--- config.mk ---
export PLATFORM = sky130hd
export DESIGN_NAME = dwarf_location_expr_decoder_unit_flat
export DESIGN_NICKNAME = d
export VERILOG_FILES = /design/src/dlx_pkg.sv /design/src/dlx_if.sv /design/src/dlx_decode.sv /design/src/dlx_out_reg.sv /design/src/dwarf_location_expr_decoder_unit.sv /design/src/flat_wrapper.sv
export SDC_FILE = /design/constraint.sdc
export NUM_CORES = 1
export LEC_CHECK = 0
export ABC_CLOCK_PERIOD_IN_PS = 4300
export BUFFER_PORTS_ARGS = -buffer_cell sky130_fd_sc_hd__clkbuf_2
export CELL_PAD_IN_SITES_DETAIL_PLACEMENT = 1
export CELL_PAD_IN_SITES_GLOBAL_PLACEMENT = 1
export CORE_MARGIN = 4
export CORE_UTILIZATION = 48
export CTS_BUF_LIST = sky130_fd_sc_hd__clkbuf_8
export CTS_CLUSTER_SIZE = 28
export DETAILED_ROUTE_END_ITERATION = 10
export PLACE_DENSITY_LB_ADDON = 0.1
export SYNTH_ARGS = -nofsm -noshare
export SYNTH_HDL_FRONTEND = slang
export SYNTH_SLANG_ARGS = --single-unit
--- constraint.sdc ---
create_clock -name clk_i -period 4.3 [get_ports clk_i]
set_input_delay 0.43 -clock clk_i [delete_from_list [all_inputs] [get_ports clk_i]]
set_output_delay 0.43 -clock clk_i [all_outputs]
set_load 0.03 [all_outputs]
--- src/dlx_pkg.sv ---
package dlx_pkg;

  localparam int unsigned ByteW  = 8;
  localparam int unsigned KindW  = 3;
  localparam int unsigned RegW   = 5;
  localparam int unsigned OfsW   = 32;
  localparam int unsigned ShiftW = 6;
  localparam int unsigned PhaseW = 2;

  // decoder phase codes
  localparam logic [PhaseW-1:0] PH_IDLE = 2'd0;
  localparam logic [PhaseW-1:0] PH_LEN  = 2'd1;
  localparam logic [PhaseW-1:0] PH_OP   = 2'd2;
  localparam logic [PhaseW-1:0] PH_OFS  = 2'd3;

  // result kinds
  localparam logic [KindW-1:0] KIND_REG     = 3'd0;
  localparam logic [KindW-1:0] KIND_LIT     = 3'd1;
  localparam logic [KindW-1:0] KIND_BREG    = 3'd2;
  localparam logic [KindW-1:0] KIND_REG_OOR = 3'd3;
  localparam logic [KindW-1:0] KIND_UNKNOWN = 3'd4;

  // opcode ranges
  localparam logic [ByteW-1:0] OP_LIT_LO  = 8'h30;
  localparam logic [ByteW-1:0] OP_LIT_HI  = 8'h4f;
  localparam logic [ByteW-1:0] OP_REG_LO  = 8'h50;
  localparam logic [ByteW-1:0] OP_REG_HI  = 8'h6f;
  localparam logic [ByteW-1:0] OP_BREG_LO = 8'h70;
  localparam logic [ByteW-1:0] OP_BREG_HI = 8'h8f;

  localparam logic [ShiftW-1:0] LEB_STEP  = 6'd7;
  localparam logic [ShiftW-1:0] SHIFT_LIM = 6'd32;
  localparam logic [RegW-1:0]   MAX_REG_RST = 5'd15;

  typedef struct packed {
    logic [PhaseW-1:0] phase;
    logic [OfsW-1:0]   acc;
    logic [ShiftW-1:0] shift;
    logic [RegW-1:0]   held_reg;
  } dlx_state_t;

  typedef struct packed {
    logic [KindW-1:0]       kind;
    logic [RegW-1:0]        regno;
    logic signed [OfsW-1:0] offset_value;
  } dlx_res_t;

endpackage

--- src/dlx_if.sv ---
interface dlx_byte_if;
  import dlx_pkg::*;
  logic             valid;
  logic             ready;
  logic [ByteW-1:0] byte_in;
  logic             start_req;
  modport source (output valid, byte_in, start_req, input ready);
  modport sink   (input valid, byte_in, start_req, output ready);
endinterface

interface dlx_res_if;
  import dlx_pkg::*;
  logic                   valid;
  logic                   ready;
  logic [KindW-1:0]       kind;
  logic [RegW-1:0]        regno;
  logic signed [OfsW-1:0] offset_value;
  modport source (output valid, kind, regno, offset_value, input ready);
  modport sink   (input valid, kind, regno, offset_value, output ready);
endinterface

interface dlx_cfg_if;
  import dlx_pkg::*;
  logic            valid;
  logic            ready;
  logic [RegW-1:0] data;
  modport source (output valid, data, input ready);
  modport sink   (input valid, data, output ready);
endinterface

--- src/dlx_decode.sv ---
module dlx_decode
  import dlx_pkg::*;
(
  input  dlx_state_t       state_i,
  input  logic [ByteW-1:0] byte_i,
  input  logic             start_i,
  input  logic [RegW-1:0]  max_reg_i,
  output dlx_state_t       state_o,
  output logic             res_valid_o,
  output dlx_res_t         res_o
);

  logic [PhaseW-1:0] phase;
  logic [ByteW-1:0]  reg_diff;
  logic [ByteW-1:0]  lit_diff;
  logic [ByteW-1:0]  breg_diff;
  logic [RegW-1:0]   reg_num;
  logic [RegW-1:0]   breg_num;
  logic              is_reg;
  logic              is_lit;
  logic              is_breg;
  logic              shift_ok;
  logic [OfsW-1:0]   acc_or;
  logic [ShiftW-1:0] shift_nx;

  always_comb begin
    phase     = start_i ? PH_LEN : state_i.phase;
    reg_diff  = byte_i - OP_REG_LO;
    lit_diff  = byte_i - OP_LIT_LO;
    breg_diff = byte_i - OP_BREG_LO;
    reg_num   = reg_diff[RegW-1:0];
    breg_num  = breg_diff[RegW-1:0];
    is_reg    = (byte_i >= OP_REG_LO) && (byte_i <= OP_REG_HI);
    is_lit    = (byte_i >= OP_LIT_LO) && (byte_i <= OP_LIT_HI);
    is_breg   = (byte_i >= OP_BREG_LO) && (byte_i <= OP_BREG_HI);
    shift_ok  = state_i.shift < SHIFT_LIM;
    acc_or    = state_i.acc;
    shift_nx  = state_i.shift;
    if (shift_ok) begin
      acc_or   = state_i.acc | ({{(OfsW-7){1'b0}}, byte_i[6:0]} << state_i.shift);
      shift_nx = state_i.shift + LEB_STEP;
    end

    state_o     = state_i;
    state_o.phase = phase;
    res_valid_o = 1'b0;
    res_o       = '0;

    unique case (phase)
      PH_LEN: begin
        if (!byte_i[7]) state_o.phase = PH_OP;
      end
      PH_OP: begin
        priority if (is_reg) begin
          res_valid_o = 1'b1;
          res_o.regno = reg_num;
          res_o.kind  = (reg_num <= max_reg_i) ? KIND_REG : KIND_REG_OOR;
        end else if (is_lit) begin
          res_valid_o        = 1'b1;
          res_o.kind         = KIND_LIT;
          res_o.offset_value = {{(OfsW-ByteW){1'b0}}, lit_diff};
        end else if (is_breg) begin
          if (breg_num > max_reg_i) begin
            res_valid_o = 1'b1;
            res_o.kind  = KIND_REG_OOR;
            res_o.regno = breg_num;
          end else begin
            state_o.phase    = PH_OFS;
            state_o.held_reg = breg_num;
            state_o.acc      = '0;
            state_o.shift    = '0;
          end
        end else begin
          res_valid_o = 1'b1;
          res_o.kind  = KIND_UNKNOWN;
        end
      end
      PH_OFS: begin
        state_o.acc   = acc_or;
        state_o.shift = shift_nx;
        if (!byte_i[7]) begin
          res_valid_o = 1'b1;
          res_o.kind  = KIND_BREG;
          res_o.regno = state_i.held_reg;
          // sign-extend only when the last group ended inside the word
          if ((shift_nx < SHIFT_LIM) && byte_i[6]) begin
            res_o.offset_value = acc_or | ({OfsW{1'b1}} << shift_nx);
          end else begin
            res_o.offset_value = acc_or;
          end
        end
      end
      default: ;
    endcase

    if (res_valid_o) state_o.phase = PH_IDLE;
  end

endmodule

--- src/dlx_out_reg.sv ---
module dlx_out_reg
  import dlx_pkg::*;
(
  input  logic     clk_i,
  input  logic     rst_ni,
  input  logic     load_i,
  input  dlx_res_t res_i,
  input  logic     out_ready_i,
  output logic     out_valid_o,
  output dlx_res_t out_res_o,
  output logic     free_o
);

  logic     valid_q, valid_d;
  dlx_res_t res_q;

  // a new word may enter when the slot is empty or drains this cycle
  assign free_o      = !valid_q || out_ready_i;
  assign out_valid_o = valid_q;
  assign out_res_o   = res_q;

  always_comb begin
    valid_d = valid_q;
    if (out_ready_i) valid_d = 1'b0;
    if (load_i) valid_d = 1'b1;
  end

  always_ff @(posedge clk_i or negedge rst_ni) begin
    if (!rst_ni) begin
      valid_q <= 1'b0;
    end else begin
      valid_q <= valid_d;
    end
  end

  always_ff @(posedge clk_i) begin
    if (load_i) begin
      res_q <= res_i;
    end
  end

endmodule

--- src/dwarf_location_expr_decoder_unit.sv ---
// DWARF location expression decoder.
// byte_if_i carries the expression one byte per word; start_req marks the
// first byte (of the leading ULEB128 length) of a new expression and always
// drops any expression in progress. After the length comes one opcode:
// lit0..31, reg0..31 or breg0..31, the latter followed by an SLEB128 offset.
// res_if_o carries one word per decoded expression (kind, regno,
// offset_value); bytes arriving after a result are dropped until next start.
// cfg_if_i writes max_register; it is always ready and should only be
// written while the block is idle.
// Throughput: one byte per cycle. Each byte is decoded by a single level of
// logic against the phase registers and the result lands in an output
// register, so a result appears in the cycle after its last byte is accepted.
// A full result register that the receiver stalls holds the input off
// (ready low) only while it cannot drain; otherwise bytes keep flowing.
// Reset: decoder idle, ignoring bytes until a start, max_register = 15,
// no result pending.
module dwarf_location_expr_decoder_unit
  import dlx_pkg::*;
(
  input  logic  clk_i,
  input  logic  rst_ni,
  dlx_byte_if.sink  byte_if_i,
  dlx_res_if.source res_if_o,
  dlx_cfg_if.sink   cfg_if_i
);

  dlx_state_t      st_q, st_d;
  logic [RegW-1:0] max_reg_q;
  logic            in_acc;
  logic            res_valid;
  logic            free;
  logic            out_valid;
  dlx_res_t        res;
  dlx_res_t        out_res;

  assign cfg_if_i.ready  = 1'b1;
  assign byte_if_i.ready = free;
  assign in_acc          = byte_if_i.valid && free;

  dlx_decode u_decode (
    .state_i     (st_q),
    .byte_i      (byte_if_i.byte_in),
    .start_i     (byte_if_i.start_req),
    .max_reg_i   (max_reg_q),
    .state_o     (st_d),
    .res_valid_o (res_valid),
    .res_o       (res)
  );

  dlx_out_reg u_out (
    .clk_i       (clk_i),
    .rst_ni      (rst_ni),
    .load_i      (in_acc && res_valid),
    .res_i       (res),
    .out_ready_i (res_if_o.ready),
    .out_valid_o (out_valid),
    .out_res_o   (out_res),
    .free_o      (free)
  );

  assign res_if_o.valid        = out_valid;
  assign res_if_o.kind         = out_res.kind;
  assign res_if_o.regno        = out_res.regno;
  assign res_if_o.offset_value = out_res.offset_value;

  always_ff @(posedge clk_i or negedge rst_ni) begin
    if (!rst_ni) begin
      st_q      <= '0;
      max_reg_q <= MAX_REG_RST;
    end else begin
      if (in_acc) st_q <= st_d;
      if (cfg_if_i.valid) max_reg_q <= cfg_if_i.data;
    end
  end

`ifndef SYNTH
  a_idle_no_result: assert property (@(posedge clk_i) disable iff (!rst_ni)
    in_acc && (st_q.phase == PH_IDLE) && !byte_if_i.start_req |=> !out_valid)
    else $error("result produced from an idle byte");

  a_breg_enters_ofs: assert property (@(posedge clk_i) disable iff (!rst_ni)
    in_acc && !byte_if_i.start_req && (st_q.phase == PH_OP) &&
    (byte_if_i.byte_in >= OP_BREG_LO) && (byte_if_i.byte_in <= OP_BREG_HI) &&
    (byte_if_i.byte_in - OP_BREG_LO <= {3'b000, max_reg_q})
    |=> (st_q.phase == PH_OFS) && (st_q.shift == '0) && (st_q.acc == '0))
    else $error("in-range breg did not start offset decode");

  a_offset_zero: assert property (@(posedge clk_i) disable iff (!rst_ni)
    out_valid && (out_res.kind != KIND_LIT) && (out_res.kind != KIND_BREG)
    |-> (out_res.offset_value == '0))
    else $error("nonzero offset on a kind without offset");

  a_shift_steps: assert property (@(posedge clk_i) disable iff (!rst_ni)
    (st_q.shift == 6'd0) || (st_q.shift == 6'd7) || (st_q.shift == 6'd14) ||
    (st_q.shift == 6'd21) || (st_q.shift == 6'd28) || (st_q.shift == 6'd35))
    else $error("offset shift left the 7-bit grid");

  a_result_idles: assert property (@(posedge clk_i) disable iff (!rst_ni)
    in_acc && res_valid |=> out_valid && (st_q.phase == PH_IDLE))
    else $error("result not registered or decoder not idle after it");
`endif

endmodule
--- src/flat_wrapper.sv ---
// flat-port wrapper written by rule: the top's interface ports become plain ports
module dwarf_location_expr_decoder_unit_flat import dlx_pkg::*;
  (clk_i, rst_ni, byte_if_i_valid, byte_if_i_byte_in, byte_if_i_start_req, byte_if_i_ready, res_if_o_valid, res_if_o_kind, res_if_o_regno, res_if_o_offset_value, res_if_o_ready, cfg_if_i_valid, cfg_if_i_data, cfg_if_i_ready);
  dlx_byte_if byte_if_i_i ();
  dlx_res_if res_if_o_i ();
  dlx_cfg_if cfg_if_i_i ();
  input  logic clk_i;
  input  logic rst_ni;
  input wire logic [$bits(byte_if_i_i.valid)-1:0] byte_if_i_valid;
  input wire logic [$bits(byte_if_i_i.byte_in)-1:0] byte_if_i_byte_in;
  input wire logic [$bits(byte_if_i_i.start_req)-1:0] byte_if_i_start_req;
  output wire logic [$bits(byte_if_i_i.ready)-1:0] byte_if_i_ready;
  output wire logic [$bits(res_if_o_i.valid)-1:0] res_if_o_valid;
  output wire logic [$bits(res_if_o_i.kind)-1:0] res_if_o_kind;
  output wire logic [$bits(res_if_o_i.regno)-1:0] res_if_o_regno;
  output wire logic [$bits(res_if_o_i.offset_value)-1:0] res_if_o_offset_value;
  input wire logic [$bits(res_if_o_i.ready)-1:0] res_if_o_ready;
  input wire logic [$bits(cfg_if_i_i.valid)-1:0] cfg_if_i_valid;
  input wire logic [$bits(cfg_if_i_i.data)-1:0] cfg_if_i_data;
  output wire logic [$bits(cfg_if_i_i.ready)-1:0] cfg_if_i_ready;
  assign byte_if_i_i.valid = byte_if_i_valid;
  assign byte_if_i_i.byte_in = byte_if_i_byte_in;
  assign byte_if_i_i.start_req = byte_if_i_start_req;
  assign byte_if_i_ready = byte_if_i_i.ready;
  assign res_if_o_valid = res_if_o_i.valid;
  assign res_if_o_kind = res_if_o_i.kind;
  assign res_if_o_regno = res_if_o_i.regno;
  assign res_if_o_offset_value = res_if_o_i.offset_value;
  assign res_if_o_i.ready = res_if_o_ready;
  assign cfg_if_i_i.valid = cfg_if_i_valid;
  assign cfg_if_i_i.data = cfg_if_i_data;
  assign cfg_if_i_ready = cfg_if_i_i.ready;
  dwarf_location_expr_decoder_unit u_core (.clk_i(clk_i), .rst_ni(rst_ni), .byte_if_i(byte_if_i_i), .res_if_o(res_if_o_i), .cfg_if_i(cfg_if_i_i));
endmodule
==> reports/metrics.yaml <==
outcome:
  status: "finished, final reports clean"
setup_path:
  critPathTopFamily: "simple AND/OR/NAND/NOR gates"
  reg2reg_slack_ns: 1.13
  path_common_cell: "o21ai_0"
  worst_ep_arrival_time_ns: 3.36
  cp_slowest_stage_delay_ns: 0.58
  cp_cell_sequence: "clkbuf_2, inv_1, ha_1, or4b_2, o21ai_0, and3_1, nor3_1, o21ai_0, and2_2, buf_4"
  reg2regPathDepth: 9
  crit_required_ns: 4.38
  crit_type: "in2reg"
  endpoint_kind: "flip-flop"
  cp_num_buf_inv: 3
  reg2reg_from: "u_core.max_reg_q[3]$_DFFE_PN1P_"
  cpMaxStageDelayCell: "or4b_2"
  crit_fanout: 16
  r2r-end: "u_core.u_out.out_res_o[22]$_DFFE_PP_"
  start_kind: "input port"
floorplanning:
  die_area_mm2: 0.01213
  core-area_mm2: 0.01023
  die_y_um: 110.2
  die_x_um: 110.2
  start_util_pct: 48.95
  io_pins: 62
  num_rows: 37
placement:
  io_buffers: 60
  dpl.hpwl_um: 11240
  gp_congestion: 0.8767
  postPlaceCellArea_mm2: 0.005416
clocking:
  cts_max_level: 3
  postCtsHoldBufs: 1
  clk_pin_slew_ns: 0.09
  clk_path_buf_depth: 2
  cts_setup_buffers: 0
  cts_resized: 0
  clock_latency_ns: 0.38
  cts_buffers: 9
  numClockSinks: 91
  cts_tree: "built"
  cts-root-buf: "clkbuf_8"
pwr:
  switchingPower_mw: 1.278
  clkPwrFrac_pct: 19.6
  comb_power_share_pct: 41.9
  ir_worst_vdd_mv: 0.3187
  intPower_mw: 1.701
  powerDensity_mw_per_mm2: 530.7
  p_seq_share_pct: 38.5
  p_leak_nw: 2.279
  sw_frac_of_total_pct: 42.90
route:
  highest_layer: "met4"
  wl_met2_um: 6938
  drt-wirelength-per-cell_um: 22.91
  firstDrtPassIters: 5
  wl_met3_um: 1009
  dr.first_iter.drc_count: 409
  route.detailed.drc: 0
  route.vias.total: 4202
  routedLengthMet1_um: 7166
  via_per_inst: 6.281
  routed_wl_um: 15330
  final_antenna_net_count: 0
synth:
  synth_cell_type_count: 66
  synth_compound_area_share_pct: 24.76
  synth.area.mux_share_pct: 5.396
  ys.flop_type: "dfrtp_1"
  yosysSeqAreaShare_pct: 49.56
  synthesis.area_mm2: 0.005009
  synth_fa_ha_area_share_pct: 3.497
  syn-num-nets: 506
  synth_xor_area_share_pct: 0.6995
  synth_edf_count: 40
  synth_top_family_by_area: "compound AO/OA/AOI/OAI gates"
  synth_cells: 473
  ys_ff_latch: 91
  yosysWarnings: 0
  syn_area_per_cell_um2: 10.59
  yosys.area_share.simple_pct: 11.97
  ys_async_sr_fraction_pct: 56.04
grt:
  grt_usage_pct: 26.92
  grt_overflow: 0
  grt_max_degree: 38
  grt_pass1_wl_um: 24530
  antenna_found_initial: 0
  grt_pass1_vias: 4254
cells_and_area:
  fin_area_mm2: 0.005614
  area_delta_synth_final_pct: 12.09
  fill_cells: 1145
  antenna_cells: 0
  final-seq-area_mm2: 0.002482
  fin_nets: 561
  layout-drive-gt1-share_pct: 20.83
  fin_util_pct: 54.87
  multiInputGateArea_mm2: 0.002325
sta:
  fin_crit_sh_pct: 76.37
  clock.fmax_mhz: 304.5
  max_slew_margin_pct: 33.39
  rsz0062_at_grt: "no"
  setup_violations: 0
  fin_crit_ns: 3.284
  fin_skew_ns: 0.01065
  finalHoldViolations: 0
  final.setup.tns_ns: 0
  drv_slew: 0
  worstMarginPinSlew_ns: 0.9972
min_path:
  hold_depth: 3
  worstHoldStart: "cfg_if_i_data[3]"
  hp-class: "in2reg"
  min_to: "u_core.max_reg_q[3]$_DFFE_PN1P_"
flow_run:
  max_cap_viol_count: 0
[layout make-up]
cell class | instances | area share [%]
repair buffers | 69 | 6.597
clock buffers | 9 | 2.206
clock inverters | 7 | 1.137
multi-input cells | 336 | 41.41
inverters | 21 | 1.404
well taps | 136 | 3.031
flip-flops and latches | 91 | 44.22
[logic make-up after synthesis]
kind of cell / Yosys count
adder cells (fa/ha/maj): 14
flip-flops: 91
XOR/XNOR: 4
AND/OR/NAND/NOR: 120
multiplexers: 24
buffers and inverters: 46
other: 1
AO/OA/AOI/OAI: 173
[synth_stat cells, types with 4 or more instances]
cell type,n,area [um^2]
clkbuf_1,11,41.29
a211oi_1,4,30.03
a22o_1,9,78.83
inv_1,17,63.81
and2_1,5,31.28
a21oi_1,55,275.3
nand3_1,11,55.05
nand2b_1,10,62.56
nor3_1,15,75.07
o2bb2ai_1,33,289.0
xnor2_1,4,35.03
nor2_1,27,101.4
dfrtp_1,47,1176
a32o_1,5,50.05
mux2_2,14,157.7
edfxtp_1,40,1201
buf_4,4,30.03
dfstp_2,4,105.1
o21ai_0,21,105.1
ha_1,14,175.2
nand2_1,32,120.1
mux2i_1,9,90.09
a31oi_1,5,31.28
a221oi_1,8,70.07
buf_2,6,30.03
[placed cells by master, fill, tap and decap left out, types with 4 or more instances in the layout]
master / instances
a31oi_1: 5
clkbuf_2: 60
o21ai_0: 21
o2bb2ai_1: 33
a211oi_1: 4
mux2i_1: 9
dfstp_2: 4
mux2_2: 14
buf_4: 8
xnor2_1: 4
nand3_1: 11
a221oi_1: 8
a32o_1: 5
nand2b_1: 10
nand2_1: 32
nor3_1: 15
inv_1: 20
a22o_1: 9
clkbuf_8: 9
and2_1: 4
nor2_1: 27
edfxtp_1: 40
dfrtp_1: 47
a21oi_1: 55
ha_1: 14
[worst min-delay path, delay by kind of cell]
kind | cells | cell delay, ns
AOI/OAI and AO/OA | 1 | 0.08
buffers and inverters | 1 | 0.08
and+or+nand+nor | 1 | 0.05
[power by group through the flow]
stage                     logic, mW  clock network, mW  registers, mW
after floorplan               0.878                  0           1.10
after global placement         1.18                  0           1.15
after detailed placement       1.21                  0           1.15
after CTS                      1.22              0.584           1.14
after global routing           1.34              0.627           1.16
final                          1.25              0.583           1.15
[flip-flops by register name, indices dropped and copies added (netlist names)]
signal,flops
u_core.u_out.out_res_o,40
u_core.st_q,45
u_core.max_reg_q,5
u_core.u_out.out_valid_o,1
[metrics by stage]
step / hold slack, ns / instances / power (mW) / setup slack [ns]
floorplan: 0.1344 / 473 / 1.979 / 0.8377
global placement: 0.3815 / 652 / 2.334 / 0.7736
detailed placement: 0.3884 / 652 / 2.365 / 0.6456
CTS: 0.2657 / 669 / 2.947 / 1.028
global route: 0.2782 / 669 / 3.131 / 0.8301
finish: 0.2652 / 669 / 2.979 / 1.016
[routing by layer]
metal	up-vias	global-route usage, %
met3	25	3.844
met2	147	40.64
met4	0	7.564
met5	-	0
met1	2120	40.47
li1	1910	-
[worst max-delay path by stage]
stage	startpoint	to	slack, ns	depth (start not counted)
final	byte_if_i_byte_in[5]	u_core.u_out.out_res_o[22]$_DFFE_PP_	1.02	10
after global placement	byte_if_i_byte_in[5]	u_core.u_out.out_res_o[21]$_DFFE_PP_	0.77	10
after detailed placement	byte_if_i_byte_in[5]	u_core.u_out.out_res_o[21]$_DFFE_PP_	0.65	10
after floorplan	byte_if_i_byte_in[5]	u_core.u_out.out_res_o[0]$_DFFE_PP_	0.84	9
after global routing	byte_if_i_byte_in[5]	u_core.u_out.out_res_o[23]$_DFFE_PP_	0.83	10
after CTS	byte_if_i_byte_in[5]	u_core.u_out.out_res_o[22]$_DFFE_PP_	1.03	10
No activity file was read; power rests on OpenSTA's default activity.
